## config.mk

```make
export PLATFORM = sky130hd
export DESIGN_NAME = json_stream_pretty_indenter
export DESIGN_NICKNAME = d
export VERILOG_FILES = /design/src/design/jspi_pkg.sv /design/src/design/jspi_front.sv /design/src/design/jspi_cmd_queue.sv /design/src/design/jspi_back.sv /design/src/design/json_stream_pretty_indenter.sv
export SDC_FILE = /design/constraint.sdc
export NUM_CORES = 1
export LEC_CHECK = 0
export BUFFER_PORTS_ARGS = -buffer_cell sky130_fd_sc_hd__buf_4
export CELL_PAD_IN_SITES_DETAIL_PLACEMENT = 0
export CELL_PAD_IN_SITES_GLOBAL_PLACEMENT = 2
export CORE_UTILIZATION = 42
export DETAILED_ROUTE_END_ITERATION = 7
export GPL_TIMING_DRIVEN = 0
export PLACE_DENSITY = 0.76
export SLEW_MARGIN = 20
export SYNTH_ARGS = -nofsm -noshare
export SYNTH_HDL_FRONTEND = slang
export SYNTH_SLANG_ARGS = --single-unit
```

## constraint.sdc

```tcl
create_clock -name clock -period 3.02 [get_ports clock]
set_input_delay 0.302 -clock clock [delete_from_list [all_inputs] [get_ports clock]]
set_output_delay 0.302 -clock clock [all_outputs]
set_load 0.01 [all_outputs]
```

## src/design/jspi_pkg.sv

```systemverilog
// shared types and character constants for the json stream pretty indenter
package jspi_pkg;

   localparam int TAB_W = 6;

   localparam logic [7:0] CH_TAB    = 8'h09;
   localparam logic [7:0] CH_LF     = 8'h0A;
   localparam logic [7:0] CH_CR     = 8'h0D;
   localparam logic [7:0] CH_SPACE  = 8'h20;
   localparam logic [7:0] CH_QUOTE  = 8'h22;
   localparam logic [7:0] CH_COMMA  = 8'h2C;
   localparam logic [7:0] CH_COLON  = 8'h3A;
   localparam logic [7:0] CH_LBRACK = 8'h5B;
   localparam logic [7:0] CH_BSLASH = 8'h5C;
   localparam logic [7:0] CH_RBRACK = 8'h5D;
   localparam logic [7:0] CH_LBRACE = 8'h7B;
   localparam logic [7:0] CH_RBRACE = 8'h7D;

   typedef struct packed {
      logic [7:0] in_char;
      logic       message_end;
   } req_type;

   typedef struct packed {
      logic [7:0] out_char;
      logic       run_last;
      logic       message_done;
   } rsp_type;

   // one classified input word, expanded later by the back end
   typedef struct packed {
      logic [7:0]       chr;
      logic [TAB_W-1:0] tabs;
      logic             brk_before;
      logic             brk_after;
      logic             add_space;
      logic             msg_end;
   } cmd_type;

   typedef struct packed {
      logic    push;
      cmd_type cmd;
   } cmd_wr_type;

   typedef enum logic [5:0] {
      ST_IDLE  = 6'b000001,
      ST_CHAR  = 6'b000010,
      ST_SPACE = 6'b000100,
      ST_CR    = 6'b001000,
      ST_LF    = 6'b010000,
      ST_TAB   = 6'b100000
   } back_state_type;

endpackage

```

## src/design/jspi_front.sv

```systemverilog
// front end: parser state and classification of each input word
module jspi_front #(
   parameter int MAX_DEPTH = 16
) (
   input  logic                clock,
   input  logic                reset,
   input  logic                req_push,
   input  jspi_pkg::req_type   req_data,
   input  logic                q_full,
   output jspi_pkg::cmd_wr_type wr
);
   localparam int DEPTH_W = $clog2(MAX_DEPTH + 1);

   logic               inside_ff, inside_in;
   logic               escape_ff, escape_in;
   logic               comma_ff, comma_in;
   logic [DEPTH_W-1:0] depth_ff, depth_in;
   logic               accept;
   logic [7:0]         c;
   jspi_pkg::cmd_type  cmd;

   assign accept = req_push && !q_full;
   assign c      = req_data.in_char;

   always_comb begin
      inside_in      = inside_ff;
      escape_in      = escape_ff;
      comma_in       = 1'b0;
      depth_in       = depth_ff;
      cmd.chr        = c;
      cmd.tabs       = jspi_pkg::TAB_W'(depth_ff);
      cmd.brk_before = 1'b0;
      cmd.brk_after  = 1'b0;
      cmd.add_space  = 1'b0;
      cmd.msg_end    = req_data.message_end;
      if (inside_ff) begin
         if (escape_ff) begin
            escape_in = 1'b0;
         end else if (c == jspi_pkg::CH_BSLASH) begin
            escape_in = 1'b1;
         end else if (c == jspi_pkg::CH_QUOTE) begin
            inside_in = 1'b0;
         end
      end else begin
         case (c)
            jspi_pkg::CH_QUOTE: begin
               inside_in      = 1'b1;
               cmd.brk_before = comma_ff;
            end
            jspi_pkg::CH_COLON: begin
               cmd.add_space = 1'b1;
            end
            jspi_pkg::CH_COMMA: begin
               comma_in = 1'b1;
            end
            jspi_pkg::CH_LBRACE, jspi_pkg::CH_LBRACK: begin
               if (depth_ff < DEPTH_W'(MAX_DEPTH)) depth_in = depth_ff + 1'b1;
               cmd.brk_after = 1'b1;
               cmd.tabs      = jspi_pkg::TAB_W'(depth_in);
            end
            jspi_pkg::CH_RBRACE, jspi_pkg::CH_RBRACK: begin
               if (depth_ff != '0) depth_in = depth_ff - 1'b1;
               cmd.brk_before = 1'b1;
               cmd.tabs       = jspi_pkg::TAB_W'(depth_in);
            end
            default: begin
            end
         endcase
      end
      if (req_data.message_end) begin
         inside_in = 1'b0;
         escape_in = 1'b0;
         comma_in  = 1'b0;
         depth_in  = '0;
      end
   end

   assign wr.push = accept;
   assign wr.cmd  = cmd;

   always_ff @(posedge clock) begin
      if (reset) begin
         inside_ff <= 1'b0;
         escape_ff <= 1'b0;
         comma_ff  <= 1'b0;
         depth_ff  <= '0;
      end else if (accept) begin
         inside_ff <= inside_in;
         escape_ff <= escape_in;
         comma_ff  <= comma_in;
         depth_ff  <= depth_in;
      end
   end

endmodule

```

## src/design/jspi_cmd_queue.sv

```systemverilog
// two-entry queue of classified words between front and back end
module jspi_cmd_queue (
   input  logic                 clock,
   input  logic                 reset,
   input  jspi_pkg::cmd_wr_type wr,
   output logic                 full,
   output logic                 valid,
   output jspi_pkg::cmd_type    rd_cmd,
   input  logic                 pop
);
   jspi_pkg::cmd_type mem_ff [2];
   logic              wr_ptr_ff;
   logic              rd_ptr_ff;
   logic [1:0]        count_ff;
   logic              do_push;
   logic              do_pop;

   assign full    = count_ff == 2'd2;
   assign valid   = count_ff != 2'd0;
   assign do_push = wr.push && !full;
   assign do_pop  = pop && valid;
   assign rd_cmd  = mem_ff[rd_ptr_ff];

   always_ff @(posedge clock) begin
      if (do_push) mem_ff[wr_ptr_ff] <= wr.cmd;
   end

   always_ff @(posedge clock) begin
      if (reset) begin
         wr_ptr_ff <= 1'b0;
         rd_ptr_ff <= 1'b0;
         count_ff  <= 2'd0;
      end else begin
         if (do_push) wr_ptr_ff <= ~wr_ptr_ff;
         if (do_pop)  rd_ptr_ff <= ~rd_ptr_ff;
         case ({do_push, do_pop})
            2'b10:   count_ff <= count_ff + 2'd1;
            2'b01:   count_ff <= count_ff - 2'd1;
            default: count_ff <= count_ff;
         endcase
      end
   end

endmodule

```

## src/design/jspi_back.sv

```systemverilog
// back end: expands each classified word into its output byte run
module jspi_back (
   input  logic              clock,
   input  logic              reset,
   input  logic              q_valid,
   input  jspi_pkg::cmd_type q_cmd,
   output logic              q_pop,
   output logic              rsp_empty,
   input  logic              rsp_pop,
   output jspi_pkg::rsp_type rsp_data
);
   jspi_pkg::back_state_type state_ff, state_in, step_next;
   jspi_pkg::cmd_type        cmd_ff;
   logic [jspi_pkg::TAB_W-1:0] tab_cnt_ff;
   logic                     out_valid_ff;
   jspi_pkg::rsp_type        out_ff;
   logic                     adv;
   logic                     emit;
   logic                     last;
   logic                     load;
   logic [7:0]               byte_val;

   assign adv  = !out_valid_ff || rsp_pop;
   assign emit = adv && (state_ff != jspi_pkg::ST_IDLE);

   always_comb begin
      byte_val  = 8'h00;
      last      = 1'b0;
      step_next = jspi_pkg::ST_IDLE;
      unique case (state_ff)
         jspi_pkg::ST_IDLE: begin
         end
         jspi_pkg::ST_CHAR: begin
            byte_val = cmd_ff.chr;
            if (cmd_ff.add_space)      step_next = jspi_pkg::ST_SPACE;
            else if (cmd_ff.brk_after) step_next = jspi_pkg::ST_CR;
            else                       last      = 1'b1;
         end
         jspi_pkg::ST_SPACE: begin
            byte_val = jspi_pkg::CH_SPACE;
            last     = 1'b1;
         end
         jspi_pkg::ST_CR: begin
            byte_val  = jspi_pkg::CH_CR;
            step_next = jspi_pkg::ST_LF;
         end
         jspi_pkg::ST_LF: begin
            byte_val = jspi_pkg::CH_LF;
            if (cmd_ff.tabs != '0)     step_next = jspi_pkg::ST_TAB;
            else if (cmd_ff.brk_after) last      = 1'b1;
            else                       step_next = jspi_pkg::ST_CHAR;
         end
         jspi_pkg::ST_TAB: begin
            byte_val = jspi_pkg::CH_TAB;
            if (tab_cnt_ff != jspi_pkg::TAB_W'(1)) step_next = jspi_pkg::ST_TAB;
            else if (cmd_ff.brk_after)             last      = 1'b1;
            else                                   step_next = jspi_pkg::ST_CHAR;
         end
         default: begin
         end
      endcase
   end

   assign load  = q_valid && ((state_ff == jspi_pkg::ST_IDLE) || (emit && last));
   assign q_pop = load;

   always_comb begin
      if (load) begin
         state_in = q_cmd.brk_before ? jspi_pkg::ST_CR : jspi_pkg::ST_CHAR;
      end else if (emit) begin
         state_in = last ? jspi_pkg::ST_IDLE : step_next;
      end else begin
         state_in = state_ff;
      end
   end

   always_ff @(posedge clock) begin
      if (load) begin
         cmd_ff     <= q_cmd;
         tab_cnt_ff <= q_cmd.tabs;
      end else if (emit && state_ff == jspi_pkg::ST_TAB) begin
         tab_cnt_ff <= tab_cnt_ff - 1'b1;
      end
      if (emit) begin
         out_ff.out_char     <= byte_val;
         out_ff.run_last     <= last;
         out_ff.message_done <= last && cmd_ff.msg_end;
      end
   end

   always_ff @(posedge clock) begin
      if (reset) begin
         state_ff     <= jspi_pkg::ST_IDLE;
         out_valid_ff <= 1'b0;
      end else begin
         state_ff <= state_in;
         if (emit)         out_valid_ff <= 1'b1;
         else if (rsp_pop) out_valid_ff <= 1'b0;
      end
   end

   assign rsp_empty = !out_valid_ff;
   assign rsp_data  = out_ff;

endmodule

```

## src/design/json_stream_pretty_indenter.sv

```systemverilog
// top level of the json stream pretty indenter
// usage:
//   input words enter as a queue push: req_data is taken at a clock edge with
//   req_push high and req_full low. each word carries one text byte and a
//   message_end mark on the final byte of a message.
//   output bytes leave as a queue pop: rsp_data holds the oldest byte while
//   rsp_empty is low and is consumed at an edge with rsp_pop high.
//   run_last marks the final byte produced by one input word, message_done
//   the final byte of a message.
// flow and throughput:
//   a word is classified as it is taken and written to the queue at that edge;
//   the back end loads it from the queue and its run of 1 to MAX_DEPTH + 3
//   bytes leaves at one byte per cycle while the receiver pops, so the
//   back-end sequencer sets the rate: plain bytes and string contents give
//   1 byte, colons 2, brackets and comma line breaks 3 + indent depth.
//   first byte passes through the queue, the back-end state and output registers.
// reset and stalls:
//   synchronous reset clears parser state, the word queue and the output
//   register. when the receiver stops popping, the output register holds,
//   the sequencer stops, the two-word queue fills and req_full rises.
module json_stream_pretty_indenter #(
   parameter int MAX_DEPTH = 16
) (
   input  logic              clock,
   input  logic              reset,
   input  logic              req_push,
   output logic              req_full,
   input  jspi_pkg::req_type req_data,
   output logic              rsp_empty,
   input  logic              rsp_pop,
   output jspi_pkg::rsp_type rsp_data
);
   // classified word from the front end into the queue
   jspi_pkg::cmd_wr_type wr;
   jspi_pkg::cmd_type    q_cmd;
   logic                 q_full;
   logic                 q_valid;
   logic                 q_pop;

   // front end keeps string, escape, comma and depth state
   jspi_front #(
      .MAX_DEPTH(MAX_DEPTH)
   ) u_front (
      .clock    (clock),
      .reset    (reset),
      .req_push (req_push),
      .req_data (req_data),
      .q_full   (q_full),
      .wr       (wr)
   );

   // decouples the parser from the byte expander
   jspi_cmd_queue u_queue (
      .clock  (clock),
      .reset  (reset),
      .wr     (wr),
      .full   (q_full),
      .valid  (q_valid),
      .rd_cmd (q_cmd),
      .pop    (q_pop)
   );

   // expands each word into line breaks, tabs, spaces and the byte itself
   jspi_back u_back (
      .clock     (clock),
      .reset     (reset),
      .q_valid   (q_valid),
      .q_cmd     (q_cmd),
      .q_pop     (q_pop),
      .rsp_empty (rsp_empty),
      .rsp_pop   (rsp_pop),
      .rsp_data  (rsp_data)
   );

   // input is refused only while the queue is full
   assign req_full = q_full;

endmodule
```

==> out/qor_table.md <==
| Group | Metric | Value |
|:---|:---|:---|
| outcome | Status | completed |
| worst setup path | Worst-path maximum fanout | 26 |
| worst setup path | Worst path arrival time | 3.07 ns |
| pwr | Flop pwr share | 48.1% |
| pwr | Combinational share of power | 31.5% |
| layout | Layout overhead on the synthesized area | 13.3% |
| synthesis | Yosys warning count | 0 |
| global route | Largest net degree at the start of global routing | 27 |
| timing | Setup Viol. Count Final | 0 |
| global route | Global-route usage over all layers | 17.7% |
| routing | Routed WL per cell | 16.3 um |
| min path | Cell depth of the worst min-delay path | 1 |
| synthesis | Number of instances in the synthesized netlist | 335 |
| clock tree | Number of hold buffers added after CTS | 0 |
| clock tree | Resized cells post-CTS | 0 |
| floorplan | Core area | 9330 um^2 |
| worst setup path | Reg-to-reg critical path startpoint | u_back.state_ff[3]$_SDFFE_PP0P_ |
| clock tree | Cell at the root of the clock tree | clkbuf_8 |
| timing | Max Clock Freq | 360 MHz |
| synthesis | Mean post-synth cell area | 12.2 um^2 |
| placement | Gp weighted congestion | 0.821 |
| pwr | Maximum vdd ir drop | 0.000353 V |
| clock tree | Maximum level of the CTS H-tree | 3 |
| layout | Fraction of final layout cells with drive strength greater than 1 | 21.6% |
| timing | Post-route fraction of the period consumed by the critical path | 92.0% |
| routing | DRC violation count after routing | 0 |
| global route | Overflow after GRT | 0 |
| pwr | Internal Power | 0.00258 W |
| synthesis | Count of unique library cells instantiated by Yosys | 64 |
| layout | Fraction of the core area covered by cells at the end of the flow | 49.7% |
| worst setup path | Endpoint of the most critical register-to-register path | u_queue.count_ff[1]$_SDFFE_PP0P_ |
| synthesis | Synth async-reset ratio | 0% |
| worst setup path | Data required time of the worst path | 3.31 ns |
| floorplan | Die Footprint | 10100 um^2 |
| clock tree | Clock tree from TritonCTS | done |
| clock tree | Clock sink count | 86 |
| timing | Total negative setup slack | 0 ns |
| layout | Number of antenna cells inserted | 0 |
| timing | Count of final max-slew check failures | 0 |
| placement | Worst slack, placed | 0.252 ns |
| min path | Worst Min Path Start | req_data[6] |
| worst setup path | Flop-to-flop setup slack | 0.24 ns |
| clock tree | Clock latency of the later-clocked register in the worst-skew pair | 0.36 ns |
| pwr | Switching power of the nets | 0.00130 W |
| timing | Slew at the pin with the worst max-slew slack | 0.891 ns |
| placement | HPWL after DPL | 5.90 mm |
| floorplan | Row Count | 35 |
| placement | I/O Buffers | 23 |
| routing | First-pass iteration count of the detailed router | 4 |
| run | Count of max-cap constraint violations | 0 |
| timing | Post-route clock skew | 0.0164 ns |
| routing | Residual antenna-violating net count after detailed routing | 0 |
| min path | WHS Endpoint | u_queue.mem_ff[0][15]$_DFFE_PP_ |
| synthesis | Sequential area share after synthesis | 58.2% |
| synthesis | Post-synth EDFFs | 66 |
| clock tree | Clock Path Buffers | 2 |
| routing | Count of vias placed by the detailed router | 2679 |
| clock tree | Reg clk slew, reported paths | 0.10 ns |
| floorplan | Number of primary I/O pins | 25 |
| synthesis | Netlist area before placement | 4090 um^2 |
| worst setup path | Kind of capture point of the worst setup path | flip-flop |
| synthesis | Synth Flop Type | edfxtp_1 |
| clock tree | Number of clock buffers inserted by TritonCTS | 9 |
| layout | Nets | 388 |
| routing | Average vias per placed instance | 5.32 |
| global route | Number of global-route vias before repair | 2653 |
| pwr | Switching share of power | 33.5% |
| clock tree | Post-CTS setup-driven buffer insertion count | 0 |
| pwr | Total power density per cell area | 837 nW/um^2 |
| synthesis | Yosys reg bits | 86 |
| timing | Unrepaired setup endpoints after global routing | no |
| synthesis | Net count of the mapped netlist | 353 |
| timing | Fin. Hold Viols | 0 |
| floorplan | Overall die width | 101 um |
| worst setup path | Number of cell instances on the worst register-to-register path | 8 |
| floorplan | Starting utilization of the core area | 43.8% |
| routing | Routed wire length | 8.22 mm |
| timing | Final critical-path required period | 2.78 ns |
| timing | Rel. slew slack | 40.5% |
| min path | Worst min path class | in -> reg |
| floorplan | Die Ht | 101 um |
| timing | Final WS setup | 0.242 ns |
| global route | Initial antenna violation count | 0 |
| pwr | Fraction of power consumed by the clock network | 20.4% |
| pwr | Static leakage | 1.67 nW |
| routing | DR iter-0 viols | 117 |
| global route | First-pass GRT wire length | 13.5 mm |
| worst setup path | Critical path startpoint category | flip-flop |
| worst setup path | Setup CP Type | reg -> reg |
-- kinds of logic after synthesis --
group / count (synthesis) / synth area share, %
buffers and inverters: 29 / 2.81
and+or+nand+nor: 120 / 17.0
muxes: 31 / 8.96
xor gates and xnor gates: 10 / 2.14
DFF: 86 / 58.2
adders and majority gates: 5 / 1.53
AOI/OAI and AO/OA: 54 / 9.30
-- Yosys cell counts, types with 5 or more instances --
cell / n / area (um^2)
nor3_1: 12 / 60.1
or3_1: 5 / 31.3
nand3_1: 6 / 30.0
mux2i_1: 7 / 70.1
mux2_4: 7 / 105
mux2_2: 17 / 191
o21ai_0: 8 / 40.0
a21oi_1: 12 / 60.1
edfxtp_1: 66 / 1980
nand2_1: 16 / 60.1
clkbuf_1: 11 / 41.3
xnor2_1: 6 / 52.6
ha_1: 5 / 62.6
inv_1: 16 / 60.1
nor4_1: 6 / 37.5
and2_1: 7 / 43.8
nor2_1: 32 / 120
nand2b_1: 7 / 43.8
dfxtp_1: 20 / 400
-- critical path: stages (launching register included) --
cell and delay, ns:
dfxtp_1 0.38, or4_4 0.56, or3b_4 0.44, nand3_2 0.13, o21ai_4 0.11, clkinv_4 0.25, ha_1 0.32, or3_1 0.37
a21oi_1 0.14
-- state kept, by name, summed over array words and instances (netlist names), named ones only --
name / count
u_queue.rd_ptr_ff: 1
u_front.inside_ff: 1
u_queue.mem_ff: 34
u_queue.count_ff: 2
u_back.out_valid_ff: 1
u_back.cmd_ff: 16
u_queue.wr_ptr_ff: 1
u_front.escape_ff: 1
u_back.tab_cnt_ff: 6
u_front.depth_ff: 5
u_back.rsp_data: 10
u_back.state_ff: 6
u_front.comma_ff: 1
-- routing by layer --
metal,up-vias,GRT usage [%],share of wire [%]
met2,57,28.6,46
li1,1331,-,-
met4,0,6.02,1.7
met5,-,0,0
met3,11,4.37,4.0
met1,1280,23.5,48
-- worst max path at each step --
stage	start	endpoint	cells past startpoint
finish	u_back.state_ff[3]$_SDFFE_PP0P_	u_queue.count_ff[1]$_SDFFE_PP0P_	8
global placement	u_back.state_ff[3]$_SDFFE_PP0P_	u_queue.count_ff[1]$_SDFFE_PP0P_	8
CTS	u_back.state_ff[3]$_SDFFE_PP0P_	u_queue.count_ff[1]$_SDFFE_PP0P_	8
global route	u_back.state_ff[3]$_SDFFE_PP0P_	u_queue.count_ff[1]$_SDFFE_PP0P_	8
floorplan	u_back.state_ff[3]$_SDFFE_PP0P_	u_queue.count_ff[1]$_SDFFE_PP0P_	8
detailed placement	u_back.state_ff[3]$_SDFFE_PP0P_	u_queue.count_ff[1]$_SDFFE_PP0P_	8
-- per-stage QoR --
stage / hold WS (ns) / cells / instance area, um^2 / total power (W)
after CTS: 0.130 / 504 / 4630 / 0.00392
after global routing: 0.116 / 504 / 4630 / 0.00412
after floorplan: 0.401 / 335 / 4090 / 0.00273
final: 0.145 / 504 / 4630 / 0.00388
after global placement: 0.490 / 487 / 4420 / 0.00311
after detailed placement: 0.507 / 488 / 4440 / 0.00313
-- layout make-up --
cell class / instances / area [um^2]
fillers: 839 / 4690
flip-flops and latches: 86 / 2380
multi-input cells: 220 / 1600
clock inverters: 7 / 68.8
well taps: 129 / 161
clock buffers: 9 / 124
plain buffers: 12 / 46.3
inverters: 17 / 68.8
repair buffers: 24 / 184
-- power groups by stage --
stage	logic, W	registers, W	clock network [W]
after floorplan	0.000832	0.00190	0
after CTS	0.00124	0.00187	0.000810
after detailed placement	0.00123	0.00190	0
after global placement	0.00122	0.00189	0
final	0.00122	0.00187	0.000791
after global routing	0.00135	0.00190	0.000866
-- layout by cell type, fill, tap and decap left out, types with 7 or more instances in the layout --
cell type / count
dfxtp_1: 20
buf_4: 23
nor3_1: 12
edfxtp_1: 66
nand2b_1: 7
nor2_1: 30
mux2_4: 7
inv_1: 16
o21ai_0: 8
clkbuf_1: 11
and2_1: 7
mux2_2: 17
clkbuf_8: 9
mux2i_1: 7
a21oi_1: 12
nand2_1: 16
Note: power is estimated with default switching activity, not from simulation.
